<file path="src/lcat_pkg.sv">
// ----------------------------------------------------------------------------
// lcat_pkg
// Shared types and constants of the load cell reader: job record between the
// tick sequencer and the arithmetic back end, request and register codes.
// ----------------------------------------------------------------------------
package lcat_pkg;

	localparam int SUM_W   = 32;
	localparam int CNT_W   = 8;
	localparam int AVG_W   = 24;
	localparam int NET_W   = 25;
	localparam int COEF_W  = 48;
	localparam int ICPT_W  = 32;
	localparam int CIDX_W  = 2;
	localparam int CDATA_W = 48;

	localparam logic [1:0] MODE_MEASURE = 2'd1;
	localparam logic [1:0] MODE_TARE    = 2'd2;

	localparam logic [1:0] KIND_PLAIN   = 2'd0;
	localparam logic [1:0] KIND_MEASURE = 2'd1;
	localparam logic [1:0] KIND_TARE    = 2'd2;

	localparam logic [CIDX_W-1:0] CFG_SAMPLE_COUNT = 2'd0;
	localparam logic [CIDX_W-1:0] CFG_SCALE_COEFF  = 2'd1;
	localparam logic [CIDX_W-1:0] CFG_INTERCEPT    = 2'd2;

	localparam logic [CNT_W-1:0]  RST_SAMPLE_COUNT = 8'd20;
	localparam logic [COEF_W-1:0] RST_SCALE_COEFF  = 48'd10999844;
	localparam logic [ICPT_W-1:0] RST_INTERCEPT    = 32'd5556821;

	typedef struct packed {
		logic             sck;
		logic             busy;
		logic [1:0]       kind;
		logic [SUM_W-1:0] sum;
		logic [CNT_W-1:0] count;
	} job_t;

endpackage

</file>
<file path="src/lcat_front.sv">
// ----------------------------------------------------------------------------
// lcat_front
// Tick sequencer: drives the serial clock, shifts in conversion words, sums
// them and emits one job record per accepted tick.
// ----------------------------------------------------------------------------
module lcat_front #(
	parameter int DATA_BITS = 24
) (
	input  logic                     clk,
	input  logic                     arst_n,
	input  logic                     accept,
	input  logic                     dout_level,
	input  logic [1:0]               mode,
	input  logic [7:0]               sample_count,
	output lcat_pkg::job_t           job
);
	import lcat_pkg::*;

	localparam int BIDX_W = $clog2(DATA_BITS + 1);

	localparam logic [2:0] PH_IDLE  = 3'd0;
	localparam logic [2:0] PH_WAIT  = 3'd1;
	localparam logic [2:0] PH_HIGH  = 3'd2;
	localparam logic [2:0] PH_LOW   = 3'd3;
	localparam logic [2:0] PH_XHIGH = 3'd4;
	localparam logic [2:0] PH_XLOW  = 3'd5;

	logic [2:0]           phase_q, phase_d;
	logic [BIDX_W-1:0]    bidx_q, bidx_d;
	logic [DATA_BITS-1:0] shift_q, shift_d;
	logic [SUM_W-1:0]     sum_q, sum_d;
	logic [CNT_W-1:0]     reads_q, reads_d;
	logic                 tare_q, tare_d;
	logic                 sck_q, sck_d;
	logic [CNT_W-1:0]     n;
	logic [1:0]           kind;

	assign n = (sample_count == '0) ? CNT_W'(1) : sample_count;

	always_comb begin
		phase_d = phase_q;
		bidx_d  = bidx_q;
		shift_d = shift_q;
		sum_d   = sum_q;
		reads_d = reads_q;
		tare_d  = tare_q;
		sck_d   = sck_q;
		kind    = KIND_PLAIN;
		case (phase_q)
			PH_IDLE: begin
				if (mode == MODE_MEASURE || mode == MODE_TARE) begin
					tare_d  = (mode == MODE_TARE);
					sum_d   = '0;
					reads_d = '0;
					sck_d   = 1'b0;
					phase_d = PH_WAIT;
				end
			end
			PH_WAIT: begin
				if (!dout_level) begin
					shift_d = '0;
					bidx_d  = '0;
					sck_d   = 1'b1;
					phase_d = PH_HIGH;
				end else begin
					sck_d = 1'b0;
				end
			end
			PH_HIGH: begin
				sck_d   = 1'b0;
				phase_d = PH_LOW;
			end
			PH_LOW: begin
				shift_d = {shift_q[DATA_BITS-2:0], dout_level};
				bidx_d  = bidx_q + BIDX_W'(1);
				sck_d   = 1'b1;
				phase_d = (bidx_d >= BIDX_W'(DATA_BITS)) ? PH_XHIGH : PH_HIGH;
			end
			PH_XHIGH: begin
				shift_d = shift_q ^ {1'b1, {(DATA_BITS-1){1'b0}}};
				sck_d   = 1'b0;
				phase_d = PH_XLOW;
			end
			PH_XLOW: begin
				sum_d   = sum_q + {{(SUM_W-DATA_BITS){1'b0}}, shift_q};
				reads_d = reads_q + CNT_W'(1);
				sck_d   = 1'b0;
				if (reads_d < n) begin
					phase_d = PH_WAIT;
				end else begin
					phase_d = PH_IDLE;
					kind    = tare_q ? KIND_TARE : KIND_MEASURE;
				end
			end
			default: begin
				phase_d = PH_IDLE;
				sck_d   = 1'b0;
			end
		endcase
	end

	always_comb begin
		job.sck   = sck_d;
		job.busy  = (phase_d != PH_IDLE);
		job.kind  = kind;
		job.sum   = sum_d;
		job.count = n;
	end

	always_ff @(posedge clk or negedge arst_n) begin
		if (!arst_n) begin
			phase_q <= PH_IDLE;
			bidx_q  <= '0;
			shift_q <= '0;
			sum_q   <= '0;
			reads_q <= '0;
			tare_q  <= 1'b0;
			sck_q   <= 1'b0;
		end else if (accept) begin
			phase_q <= phase_d;
			bidx_q  <= bidx_d;
			shift_q <= shift_d;
			sum_q   <= sum_d;
			reads_q <= reads_d;
			tare_q  <= tare_d;
			sck_q   <= sck_d;
		end
	end

endmodule

</file>
<file path="src/lcat_jobq.sv">
// ----------------------------------------------------------------------------
// lcat_jobq
// Four-entry job queue between the tick sequencer and the arithmetic back end.
// ----------------------------------------------------------------------------
module lcat_jobq (
	input  logic           clk,
	input  logic           arst_n,
	input  logic           wr,
	input  lcat_pkg::job_t wr_job,
	output logic           full,
	input  logic           rd,
	output lcat_pkg::job_t rd_job,
	output logic           avail
);
	import lcat_pkg::*;

	localparam int DEPTH = 4;
	localparam int PTR_W = $clog2(DEPTH);

	job_t             mem [DEPTH];
	logic [PTR_W-1:0] wptr_q, rptr_q;
	logic [PTR_W:0]   fill_q;

	assign full   = (fill_q == (PTR_W+1)'(DEPTH));
	assign avail  = (fill_q != '0);
	assign rd_job = mem[rptr_q];

	always_ff @(posedge clk) begin
		if (wr) begin
			mem[wptr_q] <= wr_job;
		end
	end

	always_ff @(posedge clk or negedge arst_n) begin
		if (!arst_n) begin
			wptr_q <= '0;
			rptr_q <= '0;
			fill_q <= '0;
		end else begin
			if (wr) begin
				wptr_q <= wptr_q + PTR_W'(1);
			end
			if (rd) begin
				rptr_q <= rptr_q + PTR_W'(1);
			end
			if (wr && !rd) begin
				fill_q <= fill_q + (PTR_W+1)'(1);
			end else if (rd && !wr) begin
				fill_q <= fill_q - (PTR_W+1)'(1);
			end
		end
	end

endmodule

</file>
<file path="src/lcat_back.sv">
// ----------------------------------------------------------------------------
// lcat_back
// Arithmetic back end: bit-serial average divide, tare store, shared
// multiplier for the scaled weight, and the result register.
// ----------------------------------------------------------------------------
module lcat_back (
	input  logic                                clk,
	input  logic                                arst_n,
	input  lcat_pkg::job_t                      job,
	input  logic                                job_avail,
	output logic                                job_take,
	input  logic signed [lcat_pkg::COEF_W-1:0]  scale_coeff,
	input  logic signed [lcat_pkg::ICPT_W-1:0]  weight_intercept,
	input  logic                                pop,
	output logic                                empty,
	output logic                                sck_level,
	output logic                                busy_res,
	output logic                                result_valid,
	output logic                                tare_done,
	output logic signed [lcat_pkg::NET_W-1:0]   net_count,
	output logic signed [31:0]                  weight
);
	import lcat_pkg::*;

	localparam int STEP_W = $clog2(SUM_W);
	localparam int HALF_W = COEF_W / 2;
	localparam int PROD_W = AVG_W + HALF_W;
	localparam int Q_W    = PROD_W + 1;
	localparam int W_W    = Q_W + 2;

	localparam logic [2:0] B_IDLE = 3'd0;
	localparam logic [2:0] B_DIV  = 3'd1;
	localparam logic [2:0] B_NET  = 3'd2;
	localparam logic [2:0] B_MLO  = 3'd3;
	localparam logic [2:0] B_MHI  = 3'd4;
	localparam logic [2:0] B_ADD  = 3'd5;
	localparam logic [2:0] B_OUT  = 3'd6;

	logic [2:0]              st_q;
	logic                    is_tare_q;
	logic [CNT_W-1:0]        n_q;
	logic [CNT_W:0]          rem_q;
	logic [SUM_W-1:0]        quo_q;
	logic [STEP_W-1:0]       step_q;
	logic [AVG_W-1:0]        tare_q;
	logic signed [NET_W-1:0] net_q;
	logic                    nneg_q;
	logic [AVG_W-1:0]        nmag_q;
	logic                    cneg_q;
	logic [COEF_W-1:0]       cmag_q;
	logic [PROD_W-1:0]       prod_q;
	logic [AVG_W:0]          round_q;
	logic signed [31:0]      w_q;
	logic                    out_valid_q;

	logic                    slot_free;
	logic [CNT_W:0]          rem_sh;
	logic                    ge;
	logic [AVG_W-1:0]        avg;
	logic signed [NET_W-1:0] net;
	logic [HALF_W-1:0]       mul_b;
	logic [PROD_W-1:0]       mul_p;
	logic [Q_W-1:0]          q;
	logic signed [W_W-1:0]   w_wide;
	logic signed [31:0]      w_sat;
	logic                    wr_plain;
	logic                    wr_done;

	assign slot_free = !out_valid_q || pop;
	assign empty     = !out_valid_q;

	assign rem_sh = {rem_q[CNT_W-1:0], quo_q[SUM_W-1]};
	assign ge     = (rem_sh >= {1'b0, n_q});
	assign avg    = quo_q[AVG_W-1:0];
	assign net    = NET_W'({1'b0, avg}) - NET_W'({1'b0, tare_q});

	assign mul_b = (st_q == B_MLO) ? cmag_q[HALF_W-1:0] : cmag_q[COEF_W-1:HALF_W];
	assign mul_p = PROD_W'(nmag_q) * PROD_W'(mul_b);

	assign q      = {1'b0, prod_q} + Q_W'(round_q);
	assign w_wide = (cneg_q != nneg_q) ? W_W'(weight_intercept) + W_W'(q)
	                                   : W_W'(weight_intercept) - W_W'(q);

	always_comb begin
		if (w_wide > W_W'(32'sh7FFF_FFFF)) begin
			w_sat = 32'sh7FFF_FFFF;
		end else if (w_wide < -W_W'(33'sh0_8000_0000)) begin
			w_sat = 32'sh8000_0000;
		end else begin
			w_sat = w_wide[31:0];
		end
	end

	assign job_take = (st_q == B_IDLE) && job_avail && slot_free;
	assign wr_plain = job_take && (job.kind == KIND_PLAIN);
	assign wr_done  = (st_q == B_OUT) && slot_free;

	always_ff @(posedge clk or negedge arst_n) begin
		if (!arst_n) begin
			st_q        <= B_IDLE;
			step_q      <= '0;
			tare_q      <= '0;
			out_valid_q <= 1'b0;
		end else begin
			if (wr_plain || wr_done) begin
				out_valid_q <= 1'b1;
			end else if (pop) begin
				out_valid_q <= 1'b0;
			end
			case (st_q)
				B_IDLE: begin
					if (job_take && job.kind != KIND_PLAIN) begin
						step_q <= '0;
						st_q   <= B_DIV;
					end
				end
				B_DIV: begin
					step_q <= step_q + STEP_W'(1);
					if (step_q == STEP_W'(SUM_W - 1)) begin
						st_q <= B_NET;
					end
				end
				B_NET: begin
					if (is_tare_q) begin
						tare_q <= avg;
						st_q   <= B_OUT;
					end else begin
						st_q <= B_MLO;
					end
				end
				B_MLO: st_q <= B_MHI;
				B_MHI: st_q <= B_ADD;
				B_ADD: st_q <= B_OUT;
				B_OUT: begin
					if (slot_free) begin
						st_q <= B_IDLE;
					end
				end
				default: st_q <= B_IDLE;
			endcase
		end
	end

	always_ff @(posedge clk) begin
		case (st_q)
			B_IDLE: begin
				if (job_take) begin
					is_tare_q <= (job.kind == KIND_TARE);
					n_q       <= job.count;
					quo_q     <= job.sum;
					rem_q     <= '0;
				end
			end
			B_DIV: begin
				rem_q <= ge ? (rem_sh - {1'b0, n_q}) : rem_sh;
				quo_q <= {quo_q[SUM_W-2:0], ge};
			end
			B_NET: begin
				net_q  <= net;
				nneg_q <= net[NET_W-1];
				nmag_q <= net[NET_W-1] ? AVG_W'(-net) : AVG_W'(net);
				cneg_q <= scale_coeff[COEF_W-1];
				cmag_q <= scale_coeff[COEF_W-1] ? COEF_W'(-scale_coeff) : COEF_W'(scale_coeff);
			end
			B_MLO: begin
				prod_q <= mul_p;
			end
			B_MHI: begin
				round_q <= (AVG_W+1)'((PROD_W+1)'(prod_q) + (PROD_W+1)'(24'h80_0000) >> HALF_W);
				prod_q  <= mul_p;
			end
			B_ADD: begin
				w_q <= w_sat;
			end
			default: begin
			end
		endcase

		if (wr_plain) begin
			sck_level    <= job.sck;
			busy_res     <= job.busy;
			result_valid <= 1'b0;
			tare_done    <= 1'b0;
			net_count    <= '0;
			weight       <= '0;
		end else if (wr_done) begin
			sck_level    <= 1'b0;
			busy_res     <= 1'b0;
			result_valid <= !is_tare_q;
			tare_done    <= is_tare_q;
			net_count    <= is_tare_q ? '0 : net_q;
			weight       <= is_tare_q ? '0 : w_q;
		end
	end

endmodule

</file>
<file path="src/load_cell_adc_reader_with_tare_top.sv">
// ----------------------------------------------------------------------------
// load_cell_adc_reader_with_tare_top
// Load cell converter reader with averaging and tare: one result beat per
// accepted tick beat, configuration registers, sequencer, job queue, back end.
// ----------------------------------------------------------------------------
//  channel   handshake          payload
//  ticks     push / full        dout_level, mode
//  results   pop / empty        sck_level, busy_res, result_valid, tare_done,
//                               net_count, weight
//  config    cfg_valid/ready    cfg_index, cfg_data
//
//  An ordinary tick goes from the queue straight into the result register.
//  A completion tick holds the back end for 32 divide steps of the average,
//  then net, then two passes of the shared 24x24 multiplier and add (measure).
//  Reset clears control state, tare offset and registers; no clearing pass.
//  A four-beat job queue lets tick beats enter while the back end stalls on
//  a full result register or on a completion.
// ----------------------------------------------------------------------------
module load_cell_adc_reader_with_tare_top #(
	parameter int DATA_BITS = 24
) (
	input  logic                                clk,
	input  logic                                arst_n,
	input  logic                                push,
	output logic                                full,
	input  logic                                dout_level,
	input  logic [1:0]                          mode,
	output logic                                empty,
	input  logic                                pop,
	output logic                                sck_level,
	output logic                                busy_res,
	output logic                                result_valid,
	output logic                                tare_done,
	output logic signed [lcat_pkg::NET_W-1:0]   net_count,
	output logic signed [31:0]                  weight,
	input  logic                                cfg_valid,
	output logic                                cfg_ready,
	input  logic [lcat_pkg::CIDX_W-1:0]         cfg_index,
	input  logic [lcat_pkg::CDATA_W-1:0]        cfg_data
);
	import lcat_pkg::*;

	logic [CNT_W-1:0]         sample_count_q;
	logic signed [COEF_W-1:0] scale_coeff_q;
	logic signed [ICPT_W-1:0] intercept_q;
	logic                     accept;
	logic                     job_take;
	logic                     job_avail;
	job_t                     front_job;
	job_t                     head_job;

	assign cfg_ready = 1'b1;
	assign accept    = push && !full;

	always_ff @(posedge clk or negedge arst_n) begin
		if (!arst_n) begin
			sample_count_q <= RST_SAMPLE_COUNT;
			scale_coeff_q  <= RST_SCALE_COEFF;
			intercept_q    <= RST_INTERCEPT;
		end else if (cfg_valid && cfg_ready) begin
			case (cfg_index)
				CFG_SAMPLE_COUNT: sample_count_q <= cfg_data[CNT_W-1:0];
				CFG_SCALE_COEFF:  scale_coeff_q  <= cfg_data[COEF_W-1:0];
				CFG_INTERCEPT:    intercept_q    <= cfg_data[ICPT_W-1:0];
				default: begin
				end
			endcase
		end
	end

	lcat_front #(
		.DATA_BITS(DATA_BITS)
	) u_front (
		.clk          (clk),
		.arst_n       (arst_n),
		.accept       (accept),
		.dout_level   (dout_level),
		.mode         (mode),
		.sample_count (sample_count_q),
		.job          (front_job)
	);

	lcat_jobq u_jobq (
		.clk    (clk),
		.arst_n (arst_n),
		.wr     (accept),
		.wr_job (front_job),
		.full   (full),
		.rd     (job_take),
		.rd_job (head_job),
		.avail  (job_avail)
	);

	lcat_back u_back (
		.clk              (clk),
		.arst_n           (arst_n),
		.job              (head_job),
		.job_avail        (job_avail),
		.job_take         (job_take),
		.scale_coeff      (scale_coeff_q),
		.weight_intercept (intercept_q),
		.pop              (pop),
		.empty            (empty),
		.sck_level        (sck_level),
		.busy_res         (busy_res),
		.result_valid     (result_valid),
		.tare_done        (tare_done),
		.net_count        (net_count),
		.weight           (weight)
	);

endmodule
</file>
<file path="config.mk">
export PLATFORM = sky130hd
export DESIGN_NAME = load_cell_adc_reader_with_tare_top
export DESIGN_NICKNAME = d
export VERILOG_FILES = /design/src/lcat_pkg.sv /design/src/lcat_front.sv /design/src/lcat_jobq.sv /design/src/lcat_back.sv /design/src/load_cell_adc_reader_with_tare_top.sv
export SDC_FILE = /design/constraint.sdc
export NUM_CORES = 2
export LEC_CHECK = 0
export BUFFER_PORTS_ARGS = -buffer_cell sky130_fd_sc_hd__clkbuf_2
export CORE_MARGIN = 8
export CORE_UTILIZATION = 57
export CTS_CLUSTER_SIZE = 28
export DETAILED_ROUTE_END_ITERATION = 10
export PLACE_DENSITY_LB_ADDON = 0.05
export SETUP_SLACK_MARGIN = 0.1
export SLEW_MARGIN = 20
export SYNTH_ARGS = -nofsm -noshare
export SYNTH_HDL_FRONTEND = slang
export SYNTH_SLANG_ARGS = --single-unit
</file>
<file path="constraint.sdc">
create_clock -name clk -period 18.1 [get_ports clk]
set_clock_uncertainty 0.2 [all_clocks]
set_input_delay 1.81 -clock clk [delete_from_list [all_inputs] [get_ports clk]]
set_output_delay 1.81 -clock clk [all_outputs]
set_load 0.02 [all_outputs]
</file>
==> qor.csv <==
stage,metric,value,unit
worst_setup_path,r2r_cells,26,
yosys,ys.flop_type,edfxtp_1,
clocking,clock_latency,670,ps
sta,hold_viol_final,0,
sta,slew_viol_final,0,
place,gp_congestion,0.927,
place,dp_hpwl,104000,um
drt,routed-via-count,38500,
clocking,ctsHoldBuffers,0,
drt,drt_iter0_drc,2897,
cells_and_area,n_fill_cell,7981,
global_routing,grt.overflow.total,0,
drt,highest_layer,met5,
worst_setup_path,start_kind,register,
sta,slew_headroom,0.299,
sta,min_period_over_period,0.528,
drt,wl_per_cell,20.8,um
sta,period_minus_slack,9570,ps
drt,wirelength,138000,um
floorplan,fp.dieH,326,um
floorplan,ioPinCount,122,
worst_setup_path,cpMostUsedCell,fa_1,
yosys,synth_nets,6118,
worst_setup_path,cpMaxStageDelayCell,mux2_2,
min_path,min_delay_path_depth,1,
clocking,root_buffer,clkbuf_16,
sta,max_freq,105,MHz
sta,setup_viol,0,
run_status,status,"finished, final reports clean",
global_routing,grt_pass1_wl,219000,um
clocking,cts_tree,built,
global_routing,antenna_found_initial,8,
floorplan,die_x,326,um
global_routing,first_global_vias,39100,
sta,tns,0,ps
drt,drc,0,
yosys,synth-seq-area-share,0.350,
min_path,hold_path.class,reg -> reg,
clocking,htreeDepth,3,
global_routing,grt_util_all_layers,0.257,
clocking,clockBufferDepth,3,
drt,drtAntennaViolNets,0,
job,maxCapViolCount,0,
yosys,async_flop_share,0.293,
clocking,path_clk_slew,60,ps
global_routing,grt_start_max_net_pins,81,
sta,worstMarginPinSlew,1040,ps
floorplan,dieArea,0.106,mm2
drt,wl_met2,66700,um
drt,wl_met3,7500,um
yosys,syn_avg_cell_area,10.4,um2
clocking,post_cts_buffers,0,
cells_and_area,multiInputGateArea,0.0324,mm2
yosys,synthCells,5242,
yosys,synth.distinct_cells,102,
clocking,post_cts_resized,0,
cells_and_area,ff_latch_area,0.0192,mm2
floorplan,coreArea,0.0950,mm2
drt,met1Wirelength,60100,um
worst_setup_path,cp_max_fo,25,
cells_and_area,nNetsFinal,6143,
yosys,synth-seq-cells,690,
yosys,synth_enable_flop_cells,429,
drt,first_pass_iters,5,
yosys,synth_warnings,0,
place,numPortBuffers,120,
cells_and_area,drive_above_1_share,0.105,
worst_setup_path,cp.required,18290,ps
cells_and_area,syn_to_final_growth,8.29,%
clocking,clkSinkCount,690,
worst_setup_path,end_kind,register,
clocking,cts_made_buffers,79,
floorplan,rows,113,
yosys,syn_area,0.0547,mm2
drt,viasPerCell,5.83,
worst_setup_path,crit_path_max_incr_delay,620,ps
worst_setup_path,critPathKind,reg -> reg,
sta,rsz0062_at_grt,false,
worst_setup_path,cp.arrival,9750,ps
floorplan,start_util,0.576,
## area by class of cell
class / instances / share of cell area
Inverter: 607 / 0.0385
Sequential cell: 690 / 0.323
Tap cell: 1265 / 0.0267
Clock inverter: 43 / 0.00948
Multi-Input combinational cell: 3704 / 0.547
Timing Repair Buffer: 185 / 0.0185
Clock buffer: 104 / 0.0360
Antenna cell: 5 / 0.000211
## metal layers
layer,track usage,vias up
li1,-,17900
met1,0.349,19500
met2,0.433,948
met3,0.0399,210
met4,0.0665,8
met5,0,-
## sequential cells by signal, indices dropped and copies added, names as in the netlist, 25 cells and up
| register | cells |
|---|---|
| u_back.quo_q | 32 |
| u_back.cmag_q | 48 |
| u_jobq.mem | 176 |
| u_back.net_count | 25 |
| u_back.weight | 32 |
| intercept_q | 32 |
| u_back.round_q | 25 |
| scale_coeff_q | 48 |
| u_front.sum_q | 32 |
| u_back.prod_q | 48 |
| u_back.w_q | 32 |
## kinds of logic (layout without fill, tap and decap cells)
kind of cell / Yosys count / count (layout) / synth area share
other: 1 / 6 / 0.0000685
muxes: 160 / 160 / 0.0417
adders and majority gates: 818 / 818 / 0.254
xor gates and xnor gates: 319 / 319 / 0.0512
buffers and inverters: 848 / 939 / 0.0592
AOI/OAI and AO/OA: 884 / 884 / 0.109
and+or+nand+nor: 1522 / 1522 / 0.134
DFF: 690 / 690 / 0.350
## per-stage QoR
step / util / instances / area [um2] / worst slack, ps / hold WS [ps]
after detailed placement: 0.595 / 6451 / 56500 / 8560 / 243
after floorplan: - / 5242 / 54700 / 8790 / 236
after global placement: 0.595 / 6451 / 56500 / 8710 / 233
final: 0.624 / 6603 / 59300 / 8530 / 250
after global routing: 0.624 / 6599 / 59200 / 8060 / 260
after CTS: 0.623 / 6598 / 59200 / 8540 / 254
## worst max-delay path: cells and delay by family (launching register included)
family / cells / cell delay (ps)
buffers and inverters: 4 / 650
flip-flops: 1 / 600
adder cells (fa/ha/maj): 8 / 3870
multiplexers: 1 / 620
XOR/XNOR: 1 / 80
AO/OA/AOI/OAI: 9 / 2550
AND/OR/NAND/NOR: 3 / 690
## cell usage in the layout (no fill, tap or decap), types with 29 or more instances in the layout
cell type	instances
clkbuf_16	80
and3_1	39
buf_4	65
o22ai_1	37
nand3_1	77
nor2b_1	152
ha_1	330
dfrtp_1	176
xnor2_1	246
o31ai_1	33
o21ai_0	197
a21o_1	80
nand2b_1	47
edfxtp_1	429
inv_1	605
or3_1	29
xor2_1	70
a22o_1	116
a21oi_1	166
nor2_1	179
nand4_1	30
dfxtp_1	59
clkbuf_2	119
o21a_1	29
fa_1	488
and2_1	99
nand2_1	698
mux2_2	104
mux4_2	44
a31oi_1	31
nor3_1	58
## synth_stat cells, types with 24 or more instances
cell type,count,area (um2)
mux2_2,104,1170
nand4_1,30,188
or3_1,29,181
dfrtp_1,178,4450
fa_1,488,9770
ha_1,330,4130
nand2b_1,48,300
dfxtp_1,59,1180
o21a_1,29,218
edfxtp_1,429,12900
clkbuf_1,209,785
a22o_1,116,1020
nor2b_1,152,951
nand3_1,77,385
inv_1,606,2270
a21oi_1,166,831
a31oi_1,31,194
o21ai_0,197,986
xnor2_1,247,2160
nor2_1,183,687
mux4_2,44,991
xor2_1,71,622
dfstp_2,24,631
and2_1,103,644
and3_1,39,244
a21o_1,80,601
nor3_1,59,295
o31ai_1,33,248
o21bai_1,28,210
nand2_1,700,2630
o22ai_1,37,231
## path summary, 6_finish.rpt
check / from / end / slack (ps)
max: u_back.st_q[2]$_DFFE_PN0P_ / u_back.prod_q[44]$_DFFE_PP_ / 8530
min: u_back.w_q[24]$_SDFFCE_PN1N_ / u_back.weight[24]$_SDFFE_PP0P_ / 250
max reg2reg: u_back.st_q[2]$_DFFE_PN0P_ / u_back.prod_q[44]$_DFFE_PP_ / 8530
min reg2reg: u_back.w_q[24]$_SDFFCE_PN1N_ / u_back.weight[24]$_SDFFE_PP0P_ / 250
max in group asynchronous: arst_n / intercept_q[31]$_DFFE_PN0P_ / 14650
min in group asynchronous: arst_n / u_front.sum_q[6]$_DFFE_PN0P_ / 920
Power is left out: the tool's default activity adds up to more than one toggle a clock period on the data nets, which glitch-free logic cannot reach.
